## src/hw/rtl/sfbs_pkg.sv

```systemverilog
// Shared types, codes and character tables of the struct format byte swapper.
package sfbs_pkg;

  // Fixed payload widths.
  localparam int KindW   = 2;
  localparam int CharW   = 8;
  localparam int ByteW   = 8;
  localparam int StatusW = 2;
  localparam int TotalW  = 16;
  localparam int LenW    = 4;
  localparam int MaxField = 8;
  localparam int IdxW    = $clog2(MaxField);

  // Request kinds.
  localparam logic [KindW-1:0] KindFormat  = 2'd0;
  localparam logic [KindW-1:0] KindData    = 2'd1;
  localparam logic [KindW-1:0] KindRestart = 2'd2;

  // Result kinds.
  localparam logic ResultStatus = 1'b0;
  localparam logic ResultData   = 1'b1;

  // Status codes; the first three also serve as the sticky error code.
  localparam logic [StatusW-1:0] StatusOk         = 2'd0;
  localparam logic [StatusW-1:0] StatusUnknown    = 2'd1;
  localparam logic [StatusW-1:0] StatusAlign      = 2'd2;
  localparam logic [StatusW-1:0] StatusUnexpected = 2'd3;

  localparam logic [TotalW-1:0] TotalMax = '1;

  // Format characters.
  localparam logic [CharW-1:0] CharGt    = 8'h3E;  // '>'
  localparam logic [CharW-1:0] CharSpace = 8'h20;
  localparam logic [CharW-1:0] CharCr    = 8'h0D;
  localparam logic [CharW-1:0] CharLf    = 8'h0A;
  localparam logic [CharW-1:0] CharTab   = 8'h09;
  localparam logic [CharW-1:0] Char0     = 8'h30;
  localparam logic [CharW-1:0] Char9     = 8'h39;
  localparam logic [CharW-1:0] CharX     = 8'h78;  // 'x'
  localparam logic [CharW-1:0] CharC     = 8'h63;  // 'c'
  localparam logic [CharW-1:0] CharLb    = 8'h62;  // 'b'
  localparam logic [CharW-1:0] CharUb    = 8'h42;  // 'B'
  localparam logic [CharW-1:0] CharQm    = 8'h3F;  // '?'
  localparam logic [CharW-1:0] CharLh    = 8'h68;  // 'h'
  localparam logic [CharW-1:0] CharUh    = 8'h48;  // 'H'
  localparam logic [CharW-1:0] CharLi    = 8'h69;  // 'i'
  localparam logic [CharW-1:0] CharUi    = 8'h49;  // 'I'
  localparam logic [CharW-1:0] CharLl    = 8'h6C;  // 'l'
  localparam logic [CharW-1:0] CharUl    = 8'h4C;  // 'L'
  localparam logic [CharW-1:0] CharLf32  = 8'h66;  // 'f'
  localparam logic [CharW-1:0] CharLq    = 8'h71;  // 'q'
  localparam logic [CharW-1:0] CharUq    = 8'h51;  // 'Q'
  localparam logic [CharW-1:0] CharLd    = 8'h64;  // 'd'

  // One accepted request as held in the input register.
  typedef struct packed {
    logic [KindW-1:0] kind;
    logic [CharW-1:0] format_char;
    logic [ByteW-1:0] data_byte;
  } item_t;

  // A group of results caused by one request; emitted from last_idx down to 0.
  typedef struct packed {
    logic                           result_kind;
    logic [StatusW-1:0]             status;
    logic [TotalW-1:0]              total;
    logic [MaxField-1:0][ByteW-1:0] bytes;
    logic [IdxW-1:0]                last_idx;
  } batch_t;

  // Byte length of a field character, zero for an unknown one.
  function automatic logic [LenW-1:0] char_len(input logic [CharW-1:0] c);
    logic [LenW-1:0] len;
    case (c) inside
      CharX, CharC, CharLb, CharUb, CharQm:      len = 4'd1;
      CharLh, CharUh:                            len = 4'd2;
      CharLi, CharUi, CharLl, CharUl, CharLf32:  len = 4'd4;
      CharLq, CharUq, CharLd:                    len = 4'd8;
      default:                                   len = 4'd0;
    endcase
    return len;
  endfunction

  // Characters that the format skips.
  function automatic logic is_blank(input logic [CharW-1:0] c);
    return (c == CharGt) || (c == CharSpace) || (c == CharCr) ||
           (c == CharLf) || (c == CharTab);
  endfunction

  function automatic logic is_digit(input logic [CharW-1:0] c);
    return (c >= Char0) && (c <= Char9);
  endfunction

endpackage

```

## src/hw/rtl/sfbs_if.sv

```systemverilog
// Request and result channel interfaces of the struct format byte swapper.
interface sfbs_in_if;
  logic                          valid;
  logic                          ready;
  logic [sfbs_pkg::KindW-1:0]    kind;
  logic [sfbs_pkg::CharW-1:0]    format_char;
  logic [sfbs_pkg::ByteW-1:0]    data_byte;

  modport source (output valid, kind, format_char, data_byte, input ready);
  modport sink   (input valid, kind, format_char, data_byte, output ready);
endinterface

interface sfbs_out_if;
  logic                          valid;
  logic                          ready;
  logic                          result_kind;
  logic [sfbs_pkg::StatusW-1:0]  status;
  logic [sfbs_pkg::TotalW-1:0]   total_bytes;
  logic [sfbs_pkg::ByteW-1:0]    data_out;
  logic                          last;

  modport source (output valid, result_kind, status, total_bytes, data_out, last,
                  input ready);
  modport sink   (input valid, result_kind, status, total_bytes, data_out, last,
                  output ready);
endinterface

```

## src/hw/rtl/sfbs_in_stage.sv

```systemverilog
// Input register of the struct format byte swapper.
module sfbs_in_stage (
  input  logic            clk_i,
  input  logic            rst_ni,
  sfbs_in_if.sink         in_i,
  input  logic            take_i,
  output logic            item_valid_o,
  output sfbs_pkg::item_t item_o
);
  import sfbs_pkg::*;

  logic  valid_q;
  item_t item_q;

  // The register refills in the same cycle that the core takes its request.
  assign in_i.ready   = !valid_q || take_i;
  assign item_valid_o = valid_q;
  assign item_o       = item_q;

  always_ff @(posedge clk_i or negedge rst_ni) begin
    if (!rst_ni) begin
      valid_q <= 1'b0;
    end else if (in_i.ready) begin
      valid_q <= in_i.valid;
    end
  end

  always_ff @(posedge clk_i) begin
    if (in_i.valid && in_i.ready) begin
      item_q <= '{kind: in_i.kind, format_char: in_i.format_char,
                  data_byte: in_i.data_byte};
    end
  end

endmodule

```

## src/hw/rtl/sfbs_core.sv

```systemverilog
// Format decoder, field state and gather buffer of the struct format byte swapper.
module sfbs_core #(
  parameter int COUNT_WIDTH = 16
) (
  input  logic             clk_i,
  input  logic             rst_ni,
  input  logic             item_valid_i,
  input  sfbs_pkg::item_t  item_i,
  input  logic             out_free_i,
  output logic             take_o,
  output logic             batch_valid_o,
  output sfbs_pkg::batch_t batch_o
);
  import sfbs_pkg::*;

  localparam int DigitW = COUNT_WIDTH + 5;
  localparam int ProdW  = COUNT_WIDTH + LenW;
  localparam int SumW   = ((ProdW > TotalW) ? ProdW : TotalW) + 1;
  localparam logic [COUNT_WIDTH-1:0] CountMax = '1;

  logic [COUNT_WIDTH-1:0]          pending_q, pending_d;
  logic [LenW-1:0]                 field_bytes_q, field_bytes_d;
  logic [COUNT_WIDTH-1:0]          fields_left_q, fields_left_d;
  logic [IdxW-1:0]                 gcount_q, gcount_d;
  logic [TotalW-1:0]               total_q, total_d;
  logic [StatusW-1:0]              err_q, err_d;
  logic [MaxField-1:0][ByteW-1:0]  gather_q;
  logic                            gather_we;

  logic [LenW-1:0]                 len;
  logic                            misaligned;
  logic [DigitW-1:0]               digit_val;
  logic [COUNT_WIDTH-1:0]          reps;
  logic [ProdW-1:0]                prod;
  logic [SumW-1:0]                 sum;
  logic                            res_valid;
  batch_t                          batch;

  // Field length, alignment against the running total and repeat arithmetic.
  assign len = char_len(item_i.format_char);
  always_comb begin
    case (len)
      4'd2:    misaligned = total_q[0];
      4'd4:    misaligned = |total_q[1:0];
      4'd8:    misaligned = |total_q[2:0];
      default: misaligned = 1'b0;
    endcase
  end

  assign digit_val = DigitW'(pending_q) * DigitW'(10)
                   + DigitW'(item_i.format_char[3:0]);
  assign reps = (pending_q == '0) ? COUNT_WIDTH'(1) : pending_q;
  assign prod = ProdW'(reps) * ProdW'(len);
  assign sum  = SumW'(total_q) + SumW'(prod);

  // Next state and the results of the request in the input register.
  always_comb begin
    pending_d        = pending_q;
    field_bytes_d    = field_bytes_q;
    fields_left_d    = fields_left_q;
    gcount_d         = gcount_q;
    total_d          = total_q;
    err_d            = err_q;
    gather_we        = 1'b0;
    res_valid        = 1'b0;
    batch.result_kind = ResultStatus;
    batch.status     = err_q;
    batch.total      = total_q;
    batch.bytes      = '0;
    batch.last_idx   = '0;

    case (item_i.kind)
      KindFormat: begin
        res_valid = 1'b1;
        if (err_q == StatusOk && !is_blank(item_i.format_char)) begin
          if (is_digit(item_i.format_char)) begin
            pending_d = (digit_val[DigitW-1:COUNT_WIDTH] != '0) ? CountMax
                                                               : digit_val[COUNT_WIDTH-1:0];
          end else if (len == '0) begin
            err_d = StatusUnknown;
          end else if (misaligned) begin
            err_d = StatusAlign;
          end else begin
            pending_d     = '0;
            field_bytes_d = len;
            fields_left_d = reps;
            gcount_d      = '0;
            total_d       = (sum[SumW-1:TotalW] != '0) ? TotalMax : sum[TotalW-1:0];
          end
        end
        batch.status = err_d;
        batch.total  = total_d;
      end
      KindData: begin
        res_valid         = 1'b1;
        batch.result_kind = ResultData;
        batch.bytes[0]    = item_i.data_byte;
        if (err_q != StatusOk || fields_left_q == '0 || field_bytes_q == '0) begin
          batch.status = StatusUnexpected;
        end else if (field_bytes_q == 4'd1) begin
          fields_left_d = fields_left_q - 1'b1;
          batch.status  = StatusOk;
        end else begin
          gather_we    = 1'b1;
          batch.status = StatusOk;
          if (({1'b0, gcount_q} + 4'd1) < field_bytes_q) begin
            // Field still incomplete: hold the byte and report nothing.
            res_valid = 1'b0;
            gcount_d  = gcount_q + 1'b1;
          end else begin
            // Field complete: hand over gathered bytes, drained in reverse.
            for (int i = 0; i < MaxField; i++) begin
              batch.bytes[i] = (IdxW'(i) == gcount_q) ? item_i.data_byte : gather_q[i];
            end
            batch.last_idx = gcount_q;
            gcount_d       = '0;
            fields_left_d  = fields_left_q - 1'b1;
          end
        end
      end
      KindRestart: begin
        res_valid     = 1'b1;
        pending_d     = '0;
        field_bytes_d = '0;
        fields_left_d = '0;
        gcount_d      = '0;
        total_d       = '0;
        err_d         = StatusOk;
        batch.status  = StatusOk;
        batch.total   = '0;
      end
      default: begin
        res_valid = 1'b0;
      end
    endcase
  end

  // A request leaves when it has no results or when its results fit in the output register.
  assign take_o        = item_valid_i && (!res_valid || out_free_i);
  assign batch_valid_o = item_valid_i && res_valid;
  assign batch_o       = batch;

  always_ff @(posedge clk_i or negedge rst_ni) begin
    if (!rst_ni) begin
      pending_q     <= '0;
      field_bytes_q <= '0;
      fields_left_q <= '0;
      gcount_q      <= '0;
      total_q       <= '0;
      err_q         <= StatusOk;
    end else if (take_o) begin
      pending_q     <= pending_d;
      field_bytes_q <= field_bytes_d;
      fields_left_q <= fields_left_d;
      gcount_q      <= gcount_d;
      total_q       <= total_d;
      err_q         <= err_d;
    end
  end

  // Gather buffer, written with one byte per data request of a multi-byte field.
  always_ff @(posedge clk_i) begin
    if (take_o && gather_we) begin
      gather_q[gcount_q] <= item_i.data_byte;
    end
  end

endmodule

```

## src/hw/rtl/sfbs_out_stage.sv

```systemverilog
// Result register that drains a group of results one per cycle while the receiver is ready.
module sfbs_out_stage (
  input  logic             clk_i,
  input  logic             rst_ni,
  input  logic             batch_valid_i,
  input  sfbs_pkg::batch_t batch_i,
  output logic             free_o,
  sfbs_out_if.source       out_o
);
  import sfbs_pkg::*;

  logic            valid_q;
  batch_t          batch_q;
  logic [IdxW-1:0] idx_q;
  logic            at_last;

  assign at_last = (idx_q == '0);
  // Free when empty or when the final result of the group leaves this cycle.
  assign free_o  = !valid_q || (at_last && out_o.ready);

  assign out_o.valid       = valid_q;
  assign out_o.result_kind = batch_q.result_kind;
  assign out_o.status      = batch_q.status;
  assign out_o.total_bytes = batch_q.total;
  assign out_o.data_out    = batch_q.bytes[idx_q];
  assign out_o.last        = at_last;

  always_ff @(posedge clk_i or negedge rst_ni) begin
    if (!rst_ni) begin
      valid_q <= 1'b0;
      idx_q   <= '0;
    end else if (free_o) begin
      valid_q <= batch_valid_i;
      idx_q   <= batch_i.last_idx;
    end else if (out_o.ready) begin
      idx_q <= idx_q - 1'b1;
    end
  end

  always_ff @(posedge clk_i) begin
    if (free_o && batch_valid_i) begin
      batch_q <= batch_i;
    end
  end

endmodule

```

## src/hw/rtl/struct_format_byte_swapper.sv

```systemverilog
// Top level of the struct format byte swapper.
// Takes one request per cycle while the input register can refill: format
// characters, data bytes or a restart. A request passes an input register
// and one step of decode logic and its results land in an output register;
// the first result of a request is presented from the output register once
// that register is free and has taken it. Results leave at one per cycle while the
// receiver is ready; while a completed field drains, the bytes of the next
// field are still accepted and gathered, so a stream of data bytes runs at one
// byte per cycle in and out while the receiver is ready. The repeat counters are
// COUNT_WIDTH bits wide and saturate; the byte total saturates at 65535.
module struct_format_byte_swapper #(
  parameter int COUNT_WIDTH = 16
) (
  input  logic        clk_i,
  input  logic        rst_ni,
  sfbs_in_if.sink     in_i,
  sfbs_out_if.source  out_o
);
  import sfbs_pkg::*;

  logic   take;
  logic   item_valid;
  item_t  item;
  logic   out_free;
  logic   batch_valid;
  batch_t batch;

  sfbs_in_stage u_in_stage (
    .clk_i        (clk_i),
    .rst_ni       (rst_ni),
    .in_i         (in_i),
    .take_i       (take),
    .item_valid_o (item_valid),
    .item_o       (item)
  );

  sfbs_core #(
    .COUNT_WIDTH (COUNT_WIDTH)
  ) u_core (
    .clk_i         (clk_i),
    .rst_ni        (rst_ni),
    .item_valid_i  (item_valid),
    .item_i        (item),
    .out_free_i    (out_free),
    .take_o        (take),
    .batch_valid_o (batch_valid),
    .batch_o       (batch)
  );

  sfbs_out_stage u_out_stage (
    .clk_i         (clk_i),
    .rst_ni        (rst_ni),
    .batch_valid_i (batch_valid),
    .batch_i       (batch),
    .free_o        (out_free),
    .out_o         (out_o)
  );

endmodule

```

## src/flat_wrapper.sv

```systemverilog
// flat-port wrapper written by rule: the top's interface ports become plain ports
module struct_format_byte_swapper_flat import sfbs_pkg::*;
#(
  parameter int COUNT_WIDTH = 16
)
  (clk_i, rst_ni, in_i_valid, in_i_kind, in_i_format_char, in_i_data_byte, in_i_ready, out_o_valid, out_o_result_kind, out_o_status, out_o_total_bytes, out_o_data_out, out_o_last, out_o_ready);
  sfbs_in_if in_i_i ();
  sfbs_out_if out_o_i ();
  input  logic clk_i;
  input  logic rst_ni;
  input wire logic [$bits(in_i_i.valid)-1:0] in_i_valid;
  input wire logic [$bits(in_i_i.kind)-1:0] in_i_kind;
  input wire logic [$bits(in_i_i.format_char)-1:0] in_i_format_char;
  input wire logic [$bits(in_i_i.data_byte)-1:0] in_i_data_byte;
  output wire logic [$bits(in_i_i.ready)-1:0] in_i_ready;
  output wire logic [$bits(out_o_i.valid)-1:0] out_o_valid;
  output wire logic [$bits(out_o_i.result_kind)-1:0] out_o_result_kind;
  output wire logic [$bits(out_o_i.status)-1:0] out_o_status;
  output wire logic [$bits(out_o_i.total_bytes)-1:0] out_o_total_bytes;
  output wire logic [$bits(out_o_i.data_out)-1:0] out_o_data_out;
  output wire logic [$bits(out_o_i.last)-1:0] out_o_last;
  input wire logic [$bits(out_o_i.ready)-1:0] out_o_ready;
  assign in_i_i.valid = in_i_valid;
  assign in_i_i.kind = in_i_kind;
  assign in_i_i.format_char = in_i_format_char;
  assign in_i_i.data_byte = in_i_data_byte;
  assign in_i_ready = in_i_i.ready;
  assign out_o_valid = out_o_i.valid;
  assign out_o_result_kind = out_o_i.result_kind;
  assign out_o_status = out_o_i.status;
  assign out_o_total_bytes = out_o_i.total_bytes;
  assign out_o_data_out = out_o_i.data_out;
  assign out_o_last = out_o_i.last;
  assign out_o_i.ready = out_o_ready;
  struct_format_byte_swapper #(.COUNT_WIDTH(COUNT_WIDTH)) u_core (.clk_i(clk_i), .rst_ni(rst_ni), .in_i(in_i_i), .out_o(out_o_i));
endmodule
```

## config.mk

```make
export PLATFORM = sky130hd
export DESIGN_NAME = struct_format_byte_swapper_flat
export DESIGN_NICKNAME = d
export VERILOG_FILES = /design/src/hw/rtl/sfbs_pkg.sv /design/src/hw/rtl/sfbs_if.sv /design/src/hw/rtl/sfbs_in_stage.sv /design/src/hw/rtl/sfbs_core.sv /design/src/hw/rtl/sfbs_out_stage.sv /design/src/hw/rtl/struct_format_byte_swapper.sv /design/src/flat_wrapper.sv
export SDC_FILE = /design/constraint.sdc
export NUM_CORES = 1
export LEC_CHECK = 0
export BUFFER_PORTS_ARGS = -buffer_cell sky130_fd_sc_hd__buf_2
export CORE_ASPECT_RATIO = 1.75
export CORE_MARGIN = 2
export CORE_UTILIZATION = 45
export CTS_BUF_LIST = sky130_fd_sc_hd__clkbuf_8
export CTS_CLUSTER_SIZE = 20
export DETAILED_ROUTE_END_ITERATION = 10
export PLACE_DENSITY = 0.62
export SYNTH_ARGS = -nofsm -noshare
export SYNTH_HDL_FRONTEND = slang
export SYNTH_SLANG_ARGS = --single-unit
export TNS_END_PERCENT = 5
```

## constraint.sdc

```tcl
create_clock -name clk_i -period 7.3 [get_ports clk_i]
set_clock_uncertainty 0.2 [all_clocks]
set_input_delay 1.46 -clock clk_i [delete_from_list [all_inputs] [get_ports clk_i]]
set_output_delay 1.46 -clock clk_i [all_outputs]
set_load 0.01 [all_outputs]
```

Word-level counts from Yosys, hierarchy flattened
Index checks and enable logic that the tools add are counted.
Operators by class
  muxes and demuxes: 73
  equality and inequality tests: 42
  bitwise operators: 1
  add/sub/neg operators: 6
  $lt $le $gt $ge: 6
  div/mod/pow operators: 0
  reduce and logical (&&, ||, !) cells: 49
  shift-type cells: 0
  multiply operators: 2
Operators with widths (count)
  16-bit two-way mux: 18
  8-bit by 7-bit equality test with 1-bit output, second input constant: 14
  8-bit two-way mux: 10
  64-bit bitwise mux: 1
  16-bit one-hot mux with 2 select lines: 2
  16-bit one-hot mux with 3 select lines: 1
  11-bit two-way mux: 3
  16-bit zero test: 2
  4-bit two-way mux: 8
  3-bit two-way mux: 10
  8-bit binary-select mux with 3-bit select: 1
  8-bit demux with 3-bit select: 1
  8-bit by 4-bit equality test with 1-bit output, second input constant: 3
  8-bit by 6-bit equality test with 1-bit output, second input constant: 3
  16-bit by 20-bit adder with 21-bit output: 1
  20-bit by 4-bit adder with 21-bit output: 1
  16-bit by 4-bit multiplier with 20-bit output: 1
  16-bit by 3-bit multiplier with 19-bit output, second input constant: 1
  8-bit AND reduction: 2
  16-bit by 1-bit subtractor with 16-bit output, second input constant: 1
  3-bit equality test, first input constant: 4
  2-bit != test, second input constant: 6
  2-bit two-way mux: 5
  5-bit nonzero test: 2
  40 further kinds: 78
Word-level totals
  register bits: 227
  memory bits (writable): 0
  bits of input ports: 22
  memory bits (read-only): 0
  memories: 0
  bits in latches: 0
  output and inout bits: 30
  logic and storage cells: 210

Longest topological paths before layout
  word-level depth: 15
  depth in mapped cells: 24
  depth with buffers taken out: 20

Hierarchy
Synthesis repeated with hierarchy kept, for this count alone.
Unflattened totals
  cell total of the unflattened synthesis: 1377
  area, all modules: 14969.4 µm²
By module, submodules not included
  sfbs_core: area each 10943.0 µm², sequential area each 3348.2 µm², times used 1, cells each 1197
  sfbs_out_stage: area each 3432.0 µm², sequential area each 2592.5 µm², times used 1, cells each 158
  sfbs_in_stage: area each 594.3 µm², sequential area each 565.5 µm², times used 1, cells each 22

Least setup slack after synthesis
No wires, ideal clock.
  path type: register to register
  start point: reg u_core.u_core.fields_left_q[0]
  end point: reg u_core.u_out_stage.batch_q[10] in the netlist's numbering, enable pin
  clock period less this slack: 6667 ps
  path buffers: 0
  required time: 6548 ps
  cell stages (with the launch flop): 9
  setup time: 552 ps
  arrival time: 5915 ps
  path slack: 633 ps
  path through: dfrtp_1 inv_1 ha_1 nor4b_1 nand4_1 o311a_1 a21oi_1 o311ai_0 a21oi_1
Between the ends
  cells in the longest elaborated chain, start to end: 7
RTL lines
  start: declaration: line sfbs_core.sv:23  | logic [COUNT_WIDTH-1:0] fields_left_q, fields_left_d;
  start signal: assignment: line sfbs_core.sv:154  | fields_left_q <= fields_left_d;
  16-bit zero test: line sfbs_core.sv:98  | if (err_q != StatusOk || fields_left_q == '0 || field_bytes_q == '0) begin
  1-bit logical OR (2 in a row): line sfbs_core.sv:98
  1-bit two-way mux: line sfbs_core.sv:98
  1-bit one-hot mux with 2 select lines: line sfbs_core.sv:72  | case (item_i.kind)
  1-bit logical AND: line sfbs_core.sv:140  | assign batch_valid_o = item_valid_i && res_valid;
  1-bit logical AND: line sfbs_out_stage.sv:41  | if (free_o && batch_valid_i) begin
  end signal: assignment: line sfbs_out_stage.sv:42  | batch_q <= batch_i;
  end: declaration: line sfbs_out_stage.sv:13  | batch_t batch_q;
Every way passes these cells.
A chain may end at the register's enable or synchronous reset.

==> metrics.log <==
INFO  metric number_of_library_cell_types_mapped_by_synthesis = 75
INFO  metric finalCriticalPeriod = 6725 ps
INFO  metric synth_seq_area_share = 45.44%
INFO  metric yosys-top-cells-area = edfxtp_1 (35%), dfrtp_1 (11%), ha_1 (6.8%), fa_1 (6.3%), nand2_1 (3.5%)
INFO  metric holdBufCountCts = 0
INFO  metric antenna_found_initial = 3
INFO  metric synth_top_cell_area_share = 34.60%
INFO  metric first_pass_detailed_route_iteration_total = 5
INFO  metric post_cts_resize_count = 0
INFO  metric unrepaired_setup_endpoints_after_global_routing = no
INFO  metric fin_crit_sh = 92.12%
INFO  metric share_clk_of_total_power = 38.0%
INFO  metric sw_frac_of_total = 26.36%
INFO  metric postSynthNetCount = 1510
INFO  metric hp-start = u_core.u_core.field_bytes_q[3]
INFO  metric cell_internal_pwr = 2.123 mW
INFO  metric hold_path_class = register to register
INFO  metric gpl.final_weighted_congestion = 0.8782
INFO  metric min_path_cells = 2
INFO  metric critPathSlowestCell = or4_4
INFO  metric hold_end = u_core.u_core.field_bytes_q[3]
INFO  metric dp_slack = 611.5 ps
INFO  metric maxSlewViolCount = 0
INFO  metric via_density = 5.619
INFO  metric synthDominantAreaCellType = edfxtp_1
INFO  metric routed_wl = 35190 um
INFO  metric most_common_library_cell_in_the_layout_ignoring_fill_and_taps = edfxtp_1
INFO  metric grt_pass1_wl = 56080 um
INFO  metric postCtsSetupRepairBufs = 0
INFO  metric timing.critical_path.slowest_cell_delay = 650 ps
INFO  metric power.ir.vdd_worst = 114.6 uV
INFO  metric synth-seq-cells = 227
INFO  metric grt_overflow = 0
INFO  metric rows = 86
INFO  metric power_leakage = 6.737 nW
INFO  metric max-slew-margin-rel = 14.94%
INFO  metric cts_buffers = 35
INFO  metric floorplan.core_area = 31420 um2
INFO  metric maxCapViolCount = 0
INFO  metric setup-tns-final = 0 ps
INFO  metric clock_insertion_delay_worst_skew = 560 ps
INFO  metric antenna_left = 0
INFO  metric critical_path.startpoint_type = register
INFO  metric design.portCount = 52
INFO  metric clock_tree_from_tritoncts = built
INFO  metric status = completed
INFO  metric detail_routed_net_length_per_standard_cell = 19.37 um
INFO  metric h_tree_depth = 2
INFO  metric ctsRootBufferMaster = clkbuf_8
INFO  metric seq_power_share = 52.4%
INFO  metric yosysWarningCount = 0
INFO  metric initial_core_utilization = 45.57%
INFO  metric tritoncts_sink_count = 227
INFO  metric asyncSetResetFlopFracSynth = 27.31%
INFO  metric terminus_of_the_critical_flop_to_flop_path = u_core.u_out_stage.out_o.total_bytes[0]
INFO  metric grt_start_max_net_pins = 65
INFO  metric r2r.worst_path.cells = 18
INFO  metric mappedNetlistArea = 14320 um2
INFO  metric critical_path_required = 7420 ps
INFO  metric final_cell_mix = edfxtp_1 (165), nand2_1 (132), nor2_1 (118)
INFO  metric post_synth_inst_count = 1365
INFO  metric dr_vias = 10210
INFO  metric worst_setup_hold_path_clk_slew = 60 ps
INFO  metric layout.cells.non_filler = 1817
INFO  metric post-place-cells = 1753
INFO  metric timing.reg2reg.setup_slack = 570 ps
INFO  metric critical_path_peak_fanout = 21
INFO  metric area_growth_from_synthesis_to_final_layout = 8.904%
INFO  metric die_y = 240.0 um
INFO  metric buffer_ports.inserted = 51
INFO  metric finalSetupViolCount = 0
INFO  metric vias_in_the_first_global_route = 10620
INFO  metric synth-edff-count = 165
INFO  metric synthFlopType = edfxtp_1
INFO  metric crit_path_frequent_cell = fa_1
INFO  metric setup.worst_path.class = register to register
INFO  metric groute.usage.overall = 21.35%
INFO  metric floorplan.die.width = 138.8 um
INFO  metric arrival = 6840 ps
INFO  metric dieArea = 33320 um2
INFO  metric timing.fmax = 148.7 MHz
INFO  metric finalHoldViolCount = 0
INFO  metric crit_path_end_kind = register
INFO  metric start_of_the_worst_register_to_register_path = u_core.u_in_stage.item_o[9]
INFO  metric drive_above_1_share = 12.04%
INFO  metric switching_power = 760.1 uW
INFO  metric average_cell_area_after_synthesis = 10.49 um2
INFO  metric number_of_nets_in_the_layout = 1539
INFO  metric dr.first_iter.drc_count = 572
INFO  metric cell_by_cell_listing_of_the_critical_path = nand2b_1, a211oi_1, o21a_1, nand2_1, fa_1, fa_1, fa_1, inv_1, ha_1, a211oi_1, o21bai_1, o21ai_2, o21ai_1, o31ai_1, o21ai_0, or4_4, or3_1, a32o_1
INFO  metric detailedPlacementHpwl = 26820 um
INFO  metric p_per_area = 184.9 nW/um2
INFO  metric remaining_drc_errors = 0
INFO  metric setup_ws = 575.0 ps
INFO  metric max_slew.worst_pin.slew = 1271 ps
INFO  metric cts_max_path_buffers = 3
INFO  metric power.share.combinational = 9.6%
## critical path: cells and delay by family, from the launching register on
kind                     cells  cell delay (ps)
buffers and inverters        1               40
adder cells (fa/ha/maj)      4             1900
flip-flops                   1              530
AND/OR/NAND/NOR              4             1500
AO/OA/AOI/OAI                9             2300
## through the flow
step | hold WS (ps) | util (%) | area, um2 | total power, mW
2_1_floorplan | 248.5 | - | 14320 | 1.716
3_3_place_gp | 268.5 | 47.38 | 14890 | 1.812
3_5_place_dp | 271.0 | 47.38 | 14890 | 1.818
4_1_cts | 284.5 | 49.62 | 15590 | 2.917
5_1_grt | 323.5 | 49.63 | 15590 | 2.999
6_report | 278.2 | 49.63 | 15590 | 2.883
## worst max path at each step
stage	slack, ps	startpoint	cells past startpoint	end
final	570	u_core.u_in_stage.item_o[9]	18	u_core.u_out_stage.out_o.total_bytes[0]
after global routing	160	u_core.u_in_stage.item_o[9]	18	u_core.u_out_stage.out_o.total_bytes[2]
after CTS	590	u_core.u_in_stage.item_o[9]	18	u_core.u_out_stage.out_o.total_bytes[0]
after detailed placement	610	u_core.u_in_stage.item_o[9]	18	u_core.u_out_stage.out_o.total_bytes[0]
after global placement	820	u_core.u_in_stage.item_o[9]	18	u_core.u_out_stage.out_o.total_bytes[1]
after floorplan	630	u_core.u_core.fields_left_q[0]	8	u_core.u_out_stage.batch_q[10]
## layout make-up
class	count	area, um2
antenna	1	2.502
multi-input combinational	957	7081
clock inverter	24	167.7
fill	2926	15830
tap	396	495.5
timing repair buffer	72	425.4
sequential	227	6506
inverter	101	379.1
clock buffer	39	536.8
## metal layers
| metal | GRT usage [%] | routed length, um |
|---|---|---|
| met5 | 0 | 31 |
| met4 | 11.82 | 1821 |
| met3 | 2.609 | 978 |
| met2 | 43.89 | 20480 |
| met1 | 19.85 | 11880 |
## flip-flops by register name, indices dropped and copies added (netlist names)
signal,count
u_core.u_core.gather_q,64
u_core.u_out_stage.batch_q,64
u_core.u_in_stage.item_o,18
u_core.u_core.fields_left_q,16
u_core.u_core.pending_q,16
u_core.u_core.total_q,16
u_core.u_out_stage.out_o.total_bytes,16
u_core.u_core.field_bytes_q,4
u_core.u_core.gcount_q,3
u_core.u_out_stage.idx_q,3
u_core.u_core.err_q,2
u_core.u_out_stage.out_o.status,2
u_core.u_in_stage.item_valid_o,1
u_core.u_out_stage.out_o.result_kind,1
u_core.u_out_stage.out_o.valid,1
## power by group through the flow
stage | logic [mW] | registers, mW | clock network, mW
2_1_floorplan | 0.211 | 1.50 | 0
3_3_place_gp | 0.277 | 1.54 | 0
3_5_place_dp | 0.281 | 1.54 | 0
4_1_cts | 0.282 | 1.51 | 1.12
5_1_grt | 0.307 | 1.52 | 1.17
6_report | 0.278 | 1.51 | 1.10
## cell usage after synthesis (6+ instances only)
cell      instances
a21o_1            9
a21oi_1          69
a22o_1            9
a22oi_1           6
a32o_1            7
and2_1           39
and3_1            9
buf_1            12
buf_2             7
buf_4            18
clkbuf_1         42
dfrtp_1          62
edfxtp_1        165
fa_1             45
ha_1             78
inv_1            99
mux2_2            8
mux2i_1          42
mux4_2           16
nand2_1         132
nand2b_1         16
nand3_1          41
nand3b_1          6
nor2_1          118
nor2b_1          19
nor3_1           23
nor4_1           17
nor4b_1           6
o211ai_1         11
o21ai_0          80
o22ai_1           6
o31ai_1          15
or2_2             7
or3_1            17
xnor2_1          18
xor2_1           11
## logic make-up (layout without fill, tap and decap cells)
group	count (synthesis)	count (layout)	synth area share, %
flops	227	227	45.44
other cells	0	1	0
buf+inv	181	236	5.330
simple gates	467	467	15.89
xor+xnor	29	29	1.774
fa+ha+maj	123	123	13.11
mux	66	66	6.082
compound gates	272	272	12.37
(Power assumes the default switching activity.)
